<file path="config.mk">
export PLATFORM = sky130hd
export DESIGN_NAME = bsm_ctrl
export DESIGN_NICKNAME = d
export VERILOG_FILES = /design/src/hdl/bsm_pkg.sv /design/src/hdl/bsm_ctrl.sv
export SDC_FILE = /design/constraint.sdc
export NUM_CORES = 1
export LEC_CHECK = 0
export ABC_AREA = 1
export BUFFER_PORTS_ARGS = -buffer_cell sky130_fd_sc_hd__buf_4
export CAP_MARGIN = 20
export CORE_MARGIN = 5
export CORE_UTILIZATION = 58
export CTS_CLUSTER_SIZE = 14
export DETAILED_ROUTE_END_ITERATION = 8
export GPL_ROUTABILITY_DRIVEN = 0
export PLACE_DENSITY = 0.89
export SYNTH_ARGS = -nofsm -noshare
export SYNTH_HDL_FRONTEND = slang
export SYNTH_SLANG_ARGS = --single-unit
export TNS_END_PERCENT = 100
</file>
<file path="constraint.sdc">
create_clock -name i_clk -period 4 [get_ports i_clk]
set_input_delay 0.4 -clock i_clk [delete_from_list [all_inputs] [get_ports i_clk]]
set_output_delay 0.4 -clock i_clk [all_outputs]
set_load 0.03 [all_outputs]
</file>
<file path="src/hdl/bsm_pkg.sv">
package bsm_pkg;

    localparam logic [2:0] CASE_DEGEN  = 3'd0;
    localparam logic [2:0] CASE_IN_IN  = 3'd1;
    localparam logic [2:0] CASE_ACC_IN = 3'd2;
    localparam logic [2:0] CASE_MERGED = 3'd3;
    localparam logic [2:0] CASE_LOADED = 3'd4;

    localparam logic [0:0] REG_THRESHOLD = 1'b0;

    // controller commands to the datapath
    typedef struct packed {
        logic load_in;    // latch input item
        logic sq_step;    // accumulate one squared axis
        logic sqrt_init;
        logic sqrt_step;
        logic decide;     // resolve the case from d
        logic div_init;   // start one axis division
        logic div_step;
        logic div_done;   // write the moved axis
        logic [1:0] axis;
        logic commit;     // write accumulator and result
    } t_cmd;

    typedef struct packed {
        logic merge;      // decide chose the merged case
    } t_status;

endpackage

</file>
<file path="src/hdl/bsm_ctrl.sv">
module bsm_ctrl #(
    parameter int COORD_WIDTH = 32
) (
    input  logic             i_clk,
    input  logic             i_rst_n,
    input  logic             i_valid,
    output logic             o_ready,
    output logic             o_valid,
    input  logic             i_ready,
    input  bsm_pkg::t_status i_status,
    output bsm_pkg::t_cmd    o_cmd
);
    import bsm_pkg::*;

    localparam int SQ_STEPS  = COORD_WIDTH + 2;
    localparam int DIV_STEPS = 2 * COORD_WIDTH + 2;
    localparam int CNTW = $clog2(DIV_STEPS + 1);

    localparam logic [2:0] ST_IDLE = 3'd0;
    localparam logic [2:0] ST_SQ   = 3'd1;
    localparam logic [2:0] ST_SQRT = 3'd2;
    localparam logic [2:0] ST_DEC  = 3'd3;
    localparam logic [2:0] ST_DIVI = 3'd4;
    localparam logic [2:0] ST_DIV  = 3'd5;
    localparam logic [2:0] ST_COM  = 3'd6;
    localparam logic [2:0] ST_OUT  = 3'd7;

    logic [2:0]      r_state, n_state;
    logic [CNTW-1:0] r_cnt, n_cnt;
    logic [1:0]      r_axis, n_axis;

    always_comb begin
        n_state = r_state;
        n_cnt   = r_cnt;
        n_axis  = r_axis;
        o_cmd   = '0;
        o_cmd.axis = r_axis;
        unique case (r_state)
            ST_IDLE: begin
                if (i_valid) begin
                    o_cmd.load_in = 1'b1;
                    n_state = ST_SQ;
                    n_axis  = 2'd0;
                end
            end
            ST_SQ: begin
                o_cmd.sq_step = 1'b1;
                if (r_axis == 2'd2) begin
                    n_state = ST_SQRT;
                    n_cnt   = '0;
                end else begin
                    n_axis = r_axis + 2'd1;
                end
            end
            ST_SQRT: begin
                if (r_cnt == '0) o_cmd.sqrt_init = 1'b1;
                else o_cmd.sqrt_step = 1'b1;
                n_cnt = r_cnt + 1'b1;
                if (r_cnt == CNTW'(SQ_STEPS)) n_state = ST_DEC;
            end
            ST_DEC: begin
                o_cmd.decide = 1'b1;
                n_state = ST_COM;
            end
            ST_COM: begin
                if (i_status.merge) begin
                    n_state = ST_DIVI;
                    n_axis  = 2'd0;
                end else begin
                    o_cmd.commit = 1'b1;
                    n_state = ST_OUT;
                end
            end
            ST_DIVI: begin
                o_cmd.div_init = 1'b1;
                n_cnt   = '0;
                n_state = ST_DIV;
            end
            ST_DIV: begin
                n_cnt = r_cnt + 1'b1;
                if (r_cnt == CNTW'(DIV_STEPS)) begin
                    o_cmd.div_done = 1'b1;
                    if (r_axis == 2'd2) begin
                        o_cmd.commit = 1'b1;
                        n_state = ST_OUT;
                    end else begin
                        n_axis  = r_axis + 2'd1;
                        n_state = ST_DIVI;
                    end
                end else begin
                    o_cmd.div_step = 1'b1;
                end
            end
            ST_OUT: begin
                if (i_ready) n_state = ST_IDLE;
            end
            default: n_state = ST_IDLE;
        endcase
    end

    always_ff @(posedge i_clk) begin
        if (!i_rst_n) begin
            r_state <= ST_IDLE;
            r_cnt   <= '0;
            r_axis  <= '0;
        end else begin
            r_state <= n_state;
            r_cnt   <= n_cnt;
            r_axis  <= n_axis;
        end
    end

    assign o_ready = (r_state == ST_IDLE);
    assign o_valid = (r_state == ST_OUT);

    a_one_side: assert property (@(posedge i_clk) disable iff (!i_rst_n)
        !(o_ready && o_valid)) else $error("ready and valid together");
    a_out_after_commit: assert property (@(posedge i_clk) disable iff (!i_rst_n)
        $rose(o_valid) |-> $past(o_cmd.commit)) else $error("result without commit");
    a_axis_range: assert property (@(posedge i_clk) disable iff (!i_rst_n)
        r_axis != 2'd3) else $error("axis out of range");

endmodule

</file>
==> run_results.csv, run 1 <==
group,metric,value,unit
run_status,status,"completed",
synth,synth_seq_cells,12,
cts,clock_sinks,12,
timing,worst_slew_margin_rel,0.739,
route,detailroute.via_count,975,
final_layout,antenna_cells,0,
critical_path,timing.critical_path.fanout_max,5,
final_layout,nNetsFinal,173,
synth,seq_area_frac_synth,0.256,
cts,cts_buffer_depth,2,
timing,final.setup.tns,0,ps
floorplan,placementRows,14,
synth,synthesis.nets,153,
flow_run,cap_violations,0,
critical_path,critPathLaunchType,"register",
synth,postSynth.topFlopCell,"dfxtp_1",
timing,layout_worst_path_cycle_share,0.491,
final_layout,non_filler_instances,179,
timing,timing.final.setup_violations,0,
cts,cts_tree,"done",
floorplan,core,0.00152,mm2
cts,path_clk_slew,80,ps
global_routing,grt_use_total,0.187,
global_routing,grt_overflow_total,0,
cts,htree_num_levels,1,
placed_design,count_of_port_buffers_added_during_placement,17,
synth,syn_inst,144,
pwr,power_density,723,mW/mm2
final_layout,layout.cells.most_common_list,"27 x nor2_1, 26 x nand2_1, 20 x inv_1",
pwr,power,0.796,mW
critical_path,cp_data_required_time,3600,ps
timing,report.final.slew_viol_count,0,
cts,clock_latency_late_sink,270,ps
synth,edff_count_synth,0,
final_layout,post_route_cells_drive_above_1_share,0.245,
timing,hold_viol_final,0,
timing,fin_skew,0.463,ps
pwr,vdd.ir_drop.worst,0.523,mV
timing,rsz0062_at_grt,"false",
route,avgViaCountPerCell,5.45,
timing,max_freq,509,MHz
critical_path,setup.worst_path.end_class,"output pin",
global_routing,global_route_wire_length_before_repair,3770,um
cts,post-cts-setup-buffer-count,0,
critical_path,cp.arrival,1570,ps
placed_design,placed_cells,175,
placed_design,dpl.hpwl,1690,um
cts,clk_root_buffer_cell,"clkbuf_4",
route,route.detailed.wl_per_inst,11.9,um
cts,post_cts_resize_count,0,
global_routing,number_of_global_route_vias_before_repair,909,
route,detail_route.first_pass.iterations,5,
floorplan,floorplan.initialDensity,0.617,
floorplan,die_w,50.3,um
route,drt_iter0_markers,36,
floorplan,die-area,0.00253,mm2
synth,post_synth_num_cell_types,25,
final_layout,area_growth_syn_to_layout,17.2,%
cts,cts_hold_repair.buffers,0,
cts,cts_inserted_buffers,3,
synth,synth.yosys.warnings,0,
timing,period_minus_slack,1970,ps
route,wl,2130,um
floorplan,die_h,50.3,um
floorplan,design.portCount,18,
synth,async_set_or_reset_register_ratio_after_synthesis,0,
global_routing,antenna_found_initial,0,
synth,post_synth.cell_area_avg,6.53,um2
route,drt.antenna.violating_nets,0,
route,post-route-drc-count,0,
synth,mappedNetlistArea,940,um2
worst_hold_path,class_of_the_tightest_hold_or_removal_check,"in2reg",
pwr,leakage_power_total,0.541,nW
timing,timing_worst_slew_pin_value,390,ps
critical_path,setup.worst_path.class,"reg2out",
global_routing,grt_max_degree,9,
final_layout,mostFrequentLayoutCell,"nor2_1",
[path summary, 6_finish.rpt]
path | startpoint | endpoint | slack [ps] | depth (start not counted)
worst max-delay path | r_cnt[0]$_SDFFE_PN0P_ | o_cmd[4] | 2030 | 6
worst min-delay path | i_rst_n | r_state[0]$_SDFFE_PN0P_ | 400 | 3
worst max register to register | r_cnt[0]$_SDFFE_PN0P_ | r_state[2]$_SDFFE_PN0P_ | 2550 | 9
worst min register to register | r_cnt[4]$_SDFFE_PN0P_ | r_cnt[4]$_SDFFE_PN0P_ | 510 | 2
[registers in the layout, indices dropped and copies added, names as in the netlist]
name     flops
r_cnt        7
r_axis       2
r_state      3
[cells by family (layout without fill, tap and decap cells)]
| group | count (synthesis) | count (layout) | share of synthesized area |
|---|---|---|---|
| AO/OA/AOI/OAI | 18 | 18 | 0.119 |
| XOR/XNOR | 1 | 1 | 0.00932 |
| adder cells (fa/ha/maj) | 4 | 4 | 0.0533 |
| buffers and inverters | 27 | 46 | 0.124 |
| flip-flops | 12 | 12 | 0.256 |
| AND/OR/NAND/NOR | 82 | 82 | 0.439 |
[power by group]
group | switching, mW | internal, mW | leakage, nW
Sequential | 0.0458 | 0.146 | 0.0978
Combinational | 0.329 | 0.176 | 0.422
Clock | 0.0433 | 0.0553 | 0.0210
[per-stage QoR]
stage,cell area [um2],setup WS (ps),utilization,hold WS (ps)
floorplan,940,2110,-,465
global placement,1060,2390,0.699,484
detailed placement,1060,2360,0.699,497
CTS,1100,2040,0.722,392
global route,1100,1930,0.722,409
finish,1100,2030,0.722,395
[Yosys cell counts (2+ instances only)]
cell     number  area, um2
nor2_1       27        101
nand2_1      26       97.6
inv_1        20       75.1
dfxtp_1      12        240
nand3_1      11       55.1
a21oi_1       7       35.0
o21ai_0       6       30.0
ha_1          4       50.1
inv_2         4       15.0
nand2_4       4       45.0
nand4_1       4       25.0
nand2_2       3       18.8
buf_6         2       22.5
nand3_2       2       20.0
nor2_2        2       12.5
[per-layer routing]
layer	share of wire	global-route usage	wire length (um)	up-vias
li1	-	-	-	492
met1	0.44	0.228	937	441
met2	0.49	0.303	1030	29
met3	0.050	0.0621	106	13
met4	0.024	0.0655	51	0
met5	0	0	0	-
[final cells by class]
cell class              count  area [um2]
repair buffers             17         128
well taps                  16        20.0
multi-input cells         105         583
fillers                   138         423
inverters                  25        93.8
clock buffers               4        36.3
flip-flops and latches     12         240
[critical path: stages (launching register included)]
cell and delay [ps]:
dfxtp_1 400, inv_1 100, ha_1 230, nand2_1 70
nor2_1 50, nor2_2 210, buf_4 220
No activity file was read; power rests on OpenSTA's default activity.
==> run 2, diff against run 1 <==
--- a/config.mk
+++ b/config.mk
@@ -9,11 +9,11 @@
 export BUFFER_PORTS_ARGS = -buffer_cell sky130_fd_sc_hd__buf_4
 export CAP_MARGIN = 20
 export CORE_MARGIN = 5
-export CORE_UTILIZATION = 58
+export CORE_UTILIZATION = 48
 export CTS_CLUSTER_SIZE = 14
 export DETAILED_ROUTE_END_ITERATION = 8
 export GPL_ROUTABILITY_DRIVEN = 0
-export PLACE_DENSITY = 0.89
+export PLACE_DENSITY = 0.79
 export SYNTH_ARGS = -nofsm -noshare
 export SYNTH_HDL_FRONTEND = slang
 export SYNTH_SLANG_ARGS = --single-unit
==> constraint.sdc (replaced) <==
create_clock -name i_clk -period 1.7 [get_ports i_clk]
set_input_delay 0.17 -clock i_clk [delete_from_list [all_inputs] [get_ports i_clk]]
set_output_delay 0.17 -clock i_clk [all_outputs]
set_load 0.03 [all_outputs]
==> run_results.csv, run 2 (synthesized netlist as in run 1, its figures left out) <==
group,metric,value,unit
pwr,power,1.92,mW
route,route.detailed.wl_per_inst,12.4,um
timing,worst_slew_margin_rel,0.835,
critical_path,setup.worst_path.class,"reg2out",
timing,fin_skew,3.89,ps
cts,clock_latency_late_sink,290,ps
critical_path,setup.worst_path.end_class,"output pin",
global_routing,number_of_global_route_vias_before_repair,897,
route,post-route-drc-count,0,
critical_path,timing.critical_path.fanout_max,5,
floorplan,placementRows,16,
final_layout,post_route_cells_drive_above_1_share,0.299,
final_layout,largest_reg_flops,7,
final_layout,antenna_cells,0,
critical_path,critPathLaunchType,"register",
floorplan,die_w,54.2,um
route,drt.antenna.violating_nets,0,
cts,clock_sinks,12,
critical_path,cp.arrival,1510,ps
global_routing,global_route_wire_length_before_repair,3810,um
timing,layout_setup_ws,19.9,ps
route,avgViaCountPerCell,5.15,
timing,period_minus_slack,1680,ps
critical_path,cp_data_required_time,1530,ps
floorplan,core,0.00192,mm2
cts,cts_tree,"done",
placed_design,pre_cts_ws,266,ps
final_layout,largest_register,"r_cnt",
timing,hold_viol_final,0,
placed_design,dpl.hpwl,1730,um
timing,timing.final.setup_violations,0,
final_layout,post-route-cell-area,0.00115,mm2
placed_design,place_area,0.00108,mm2
global_routing,grt_max_degree,9,
route,detail_route.first_pass.iterations,4,
pwr,leakage_power_total,0.551,nW
pwr,vdd.ir_drop.worst,1.35,mV
route,detailroute.via_count,984,
floorplan,design.portCount,18,
timing,fin_hold_ws,145,ps
worst_hold_path,class_of_the_tightest_hold_or_removal_check,"in2reg",
final_layout,largestRegisters,"r_cnt: 7 flops, r_state: 3 flops, r_axis: 2 flops",
run_status,status,"completed",
floorplan,floorplan.initialDensity,0.489,
global_routing,antenna_found_initial,0,
cts,clk_root_buffer_cell,"clkbuf_4",
pwr,power_density,1670,mW/mm2
global_routing,grt_overflow_total,0,
final_layout,layout.cells.most_common_list,"26 x nor2_1, 25 x nand2_1, 19 x inv_1",
route,wl,2370,um
floorplan,die-area,0.00294,mm2
route,drt_iter0_markers,24,
final_layout,area_growth_syn_to_layout,22.5,%
cts,htree_num_levels,1,
timing,max_freq,595,MHz
placed_design,count_of_port_buffers_added_during_placement,17,
final_layout,nNetsFinal,174,
timing,timing_worst_slew_pin_value,245,ps
flow_run,cap_violations,0,
cts,cts_inserted_buffers,3,
timing,report.final.slew_viol_count,0,
global_routing,grt_use_total,0.183,
floorplan,die_h,54.2,um
final_layout,mostFrequentLayoutCell,"nor2_1",
cts,path_clk_slew,80,ps
timing,layout_worst_path_cycle_share,0.988,
cts,cts_buffer_depth,2,
[run 2: cell count changes in the layout (fill, tap and decap cells not counted), sizes merged]
cell / change
buf: +1
[run 2: through the flow]
step	utilization	instances	TNS, ps
final	0.599	191	0
after global routing	0.599	191	-29.8
after CTS	0.585	191	0
after detailed placement	0.561	186	0
after global placement	0.561	186	0
after floorplan	-	144	0
[run 2: final timing paths]
path | startpoint | end | slack, ps | depth (start not counted)
hold reg to reg | r_cnt[0]$_SDFFE_PN0P_ | r_cnt[0]$_SDFFE_PN0P_ | 480 | 1
setup / recovery | r_cnt[0]$_SDFFE_PN0P_ | o_cmd[0] | 20 | 7
hold / removal | i_rst_n | r_state[0]$_SDFFE_PN0P_ | 140 | 3
setup reg to reg | r_cnt[0]$_SDFFE_PN0P_ | r_state[1]$_SDFFE_PN0P_ | 290 | 10
[run 2: routing by layer]
metal / global-route usage / wire (um) / vias to the layer above
met1: 0.205 / 974 / 449
met4: 0.0871 / 48 / 0
met3: 0.0354 / 135 / 5
li1: - / - / 493
met5: 0 / 0 / -
met2: 0.329 / 1210 / 37
[run 2: power breakdown]
group / total, mW / switching (mW) / internal (mW)
clock network: 0.243 / 0.112 / 0.131
registers: 0.466 / 0.111 / 0.355
logic: 1.21 / 0.790 / 0.419
[run 2: cell type report]
cell class                      instances  area (um2)
Clock buffer                            4        36.3
Fill cell                             191         771
Inverter                               25        93.8
Multi-Input combinational cell        105         601
Sequential cell                        12         248
Tap cell                               27        33.8
Timing Repair Buffer                   18         139
[run 2: worst max-delay path: stages (launching register included)]
cell and delay [ps]:
dfxtp_4 360, inv_2 90, ha_4 140, nand4_1 150, nor2_1 190, nand2_1 90
nand2_2 70, buf_6 130
[run 2: what timing repair did]
| item | in CTS | in global routing |
|---|---|---|
| endpoints found under the hold margin | 0 | 0 |
| hold buffers | 0 | 0 |
| setup endpoints to repair | 1 | 1 |
| gates resized for setup | 1 | 10 |
| buffers inserted | 1 | 0 |
| pin swaps | 1 | 1 |
==> run 3, diff against run 2 <==
--- a/config.mk
+++ b/config.mk
@@ -9,11 +9,11 @@
 export BUFFER_PORTS_ARGS = -buffer_cell sky130_fd_sc_hd__buf_4
 export CAP_MARGIN = 20
 export CORE_MARGIN = 5
-export CORE_UTILIZATION = 48
+export CORE_UTILIZATION = 53
 export CTS_CLUSTER_SIZE = 14
 export DETAILED_ROUTE_END_ITERATION = 8
 export GPL_ROUTABILITY_DRIVEN = 0
-export PLACE_DENSITY = 0.79
+export PLACE_DENSITY = 0.83
 export SYNTH_ARGS = -nofsm -noshare
 export SYNTH_HDL_FRONTEND = slang
 export SYNTH_SLANG_ARGS = --single-unit
==> constraint.sdc (replaced) <==
create_clock -name i_clk -period 1.6 [get_ports i_clk]
set_input_delay 0.16 -clock i_clk [delete_from_list [all_inputs] [get_ports i_clk]]
set_output_delay 0.16 -clock i_clk [all_outputs]
set_load 0.03 [all_outputs]
==> run_results.csv, run 3 (synthesized netlist as in run 1, its figures left out) <==
group,metric,value,unit
global_routing,grt_overflow_total,0,
pwr,internal_power,0.987,mW
critical_path,timing.critical_path.fanout_max,5,
floorplan,floorplan.initialDensity,0.550,
pwr,power_density,1720,mW/mm2
timing,worst_slew_margin_rel,0.833,
placed_design,place_area,0.00109,mm2
cts,cts_tree,"done",
pwr,sequential_power_share,0.235,
pwr,power_switching,1.07,mW
flow_run,cap_violations,0,
critical_path,setup.worst_path.class,"reg2out",
global_routing,number_of_global_route_vias_before_repair,906,
final_layout,layout.cells.most_common_list,"26 x nand2_1, 24 x nor2_1, 23 x buf_4",
cts,cts_hold_repair.buffers,0,
pwr,power.combinational.fraction,0.640,
final_layout,largest_register,"r_cnt",
placed_design,dpl.hpwl,1610,um
final_layout,post_route_cells_drive_above_1_share,0.329,
final_layout,largest_reg_flops,7,
pwr,power.share.switching,0.520,
pwr,leakage_power_total,0.581,nW
critical_path,critPathMaxStageDelay,360,ps
route,drt.antenna.violating_nets,0,
timing,hold_viol_final,0,
route,detail_route.first_pass.iterations,4,
final_layout,nNetsFinal,180,
route,wl,2330,um
cts,clock_sinks,12,
final_layout,area_growth_syn_to_layout,27.3,%
route,route.detailed.wl_per_inst,11.9,um
critical_path,crit_chain,"nor2_2 -> nand4_1 -> nor2_2 -> nand2_1 -> nand2_1 -> buf_6",
route,detailroute.via_count,1020,
final_layout,antenna_cells,0,
timing,period_minus_slack,1560,ps
global_routing,grt_max_degree,9,
floorplan,placementRows,15,
cts,cts_inserted_buffers,3,
floorplan,core,0.00171,mm2
timing,timing.final.setup_violations,0,
route,drt_iter0_markers,35,
final_layout,fill_cells,136,
pwr,vdd.ir_drop.worst,1.37,mV
cts,htree_num_levels,1,
timing,layout_worst_path_cycle_share,0.973,
worst_hold_path,class_of_the_tightest_hold_or_removal_check,"in2reg",
route,post-route-drc-count,0,
global_routing,global_route_wire_length_before_repair,3670,um
cts,clock_latency_late_sink,290,ps
pwr,power.clock.fraction,0.126,
final_layout,mostFrequentLayoutCell,"nand2_1",
floorplan,die_h,52.1,um
critical_path,cp_data_required_time,1440,ps
cts,path_clk_slew,90,ps
critical_path,setup.worst_path.end_class,"output pin",
timing,max_freq,643,MHz
timing,timing_worst_slew_pin_value,248,ps
critical_path,slowest_stage,"dfxtp_1",
floorplan,design.portCount,18,
final_layout,largestRegisters,"r_cnt: 7 flops, r_state: 3 flops, r_axis: 2 flops",
final_layout,post-route-cell-area,0.00120,mm2
worst_hold_path,whs_path_depth,3,
timing,fin_skew,7.28,ps
global_routing,grt_use_total,0.185,
critical_path,critPathLaunchType,"register",
timing,rsz0062_at_grt,"true",
cts,clk_root_buffer_cell,"clkbuf_4",
floorplan,die_w,52.1,um
timing,report.final.slew_viol_count,0,
timing,final.setup.tns,0,ps
run_status,status,"completed",
floorplan,die-area,0.00271,mm2
placed_design,count_of_port_buffers_added_during_placement,17,
global_routing,antenna_found_initial,0,
route,avgViaCountPerCell,5.23,
cts,cts_buffer_depth,2,
critical_path,cp.arrival,1400,ps
critical_path,worst_r2r_path_depth,10,
## run 3: final timing paths
path                                             from                      end  slack, ps
worst max-delay path            r_cnt[5]$_SDFFE_PN0P_                 o_cmd[0]         40
worst min-delay path                          i_rst_n  r_state[0]$_SDFFE_PN0P_        130
worst max register to register  r_cnt[5]$_SDFFE_PN0P_  r_state[0]$_SDFFE_PN0P_        160
worst min register to register  r_cnt[4]$_SDFFE_PN0P_    r_cnt[4]$_SDFFE_PN0P_        520
## run 3: metal layers
metal | GRT usage | up-vias | part of all wire
met3 | 0.0430 | 6 | 0.061
met1 | 0.226 | 467 | 0.43
met2 | 0.278 | 37 | 0.50
li1 | - | 510 | -
met5 | 0 | - | 0
met4 | 0.140 | 0 | 0.015
## run 3: worst max-delay path: cells and delay by family, from the launching register on
family / cells / cell delay [ps]
flops: 1 / 360
buf+inv: 1 / 130
simple gates: 5 / 620
## run 3: cell type report
| class | instances | area [um2] | share of cell area |
|---|---|---|---|
| Tap cell | 25 | 31.3 | 0.0262 |
| Timing Repair Buffer | 24 | 184 | 0.154 |
| Sequential cell | 12 | 248 | 0.207 |
| Inverter | 25 | 93.8 | 0.0785 |
| Multi-Input combinational cell | 105 | 603 | 0.504 |
| Clock buffer | 4 | 36.3 | 0.0303 |
## run 3: repair_timing
action / CTS / global route
gates resized for setup: 7 / 4
pin swaps: 3 / 6
buffers inserted: 2 / 4
endpoints found under the setup margin: 3 / 3
## run 3: power groups by stage
stage          Clock [mW]  Sequential, mW  Combinational, mW
2_1_floorplan           0           0.472              0.988
3_3_place_gp            0           0.476               1.23
3_5_place_dp            0           0.483               1.25
4_1_cts             0.266           0.478               1.29
5_1_grt             0.280           0.492               1.44
6_report            0.258           0.482               1.32
## run 3: per-stage QoR
step | setup WS, ps | hold slack (ps) | util | total power [mW] | std cells
global route | -81.8 | 143 | 0.700 | 2.21 | 195
detailed placement | 192 | 445 | 0.636 | 1.74 | 185
CTS | 3.07 | 122 | 0.673 | 2.03 | 191
floorplan | 97.0 | 280 | - | 1.46 | 144
global placement | 227 | 437 | 0.636 | 1.71 | 185
finish | 43.8 | 129 | 0.700 | 2.06 | 195
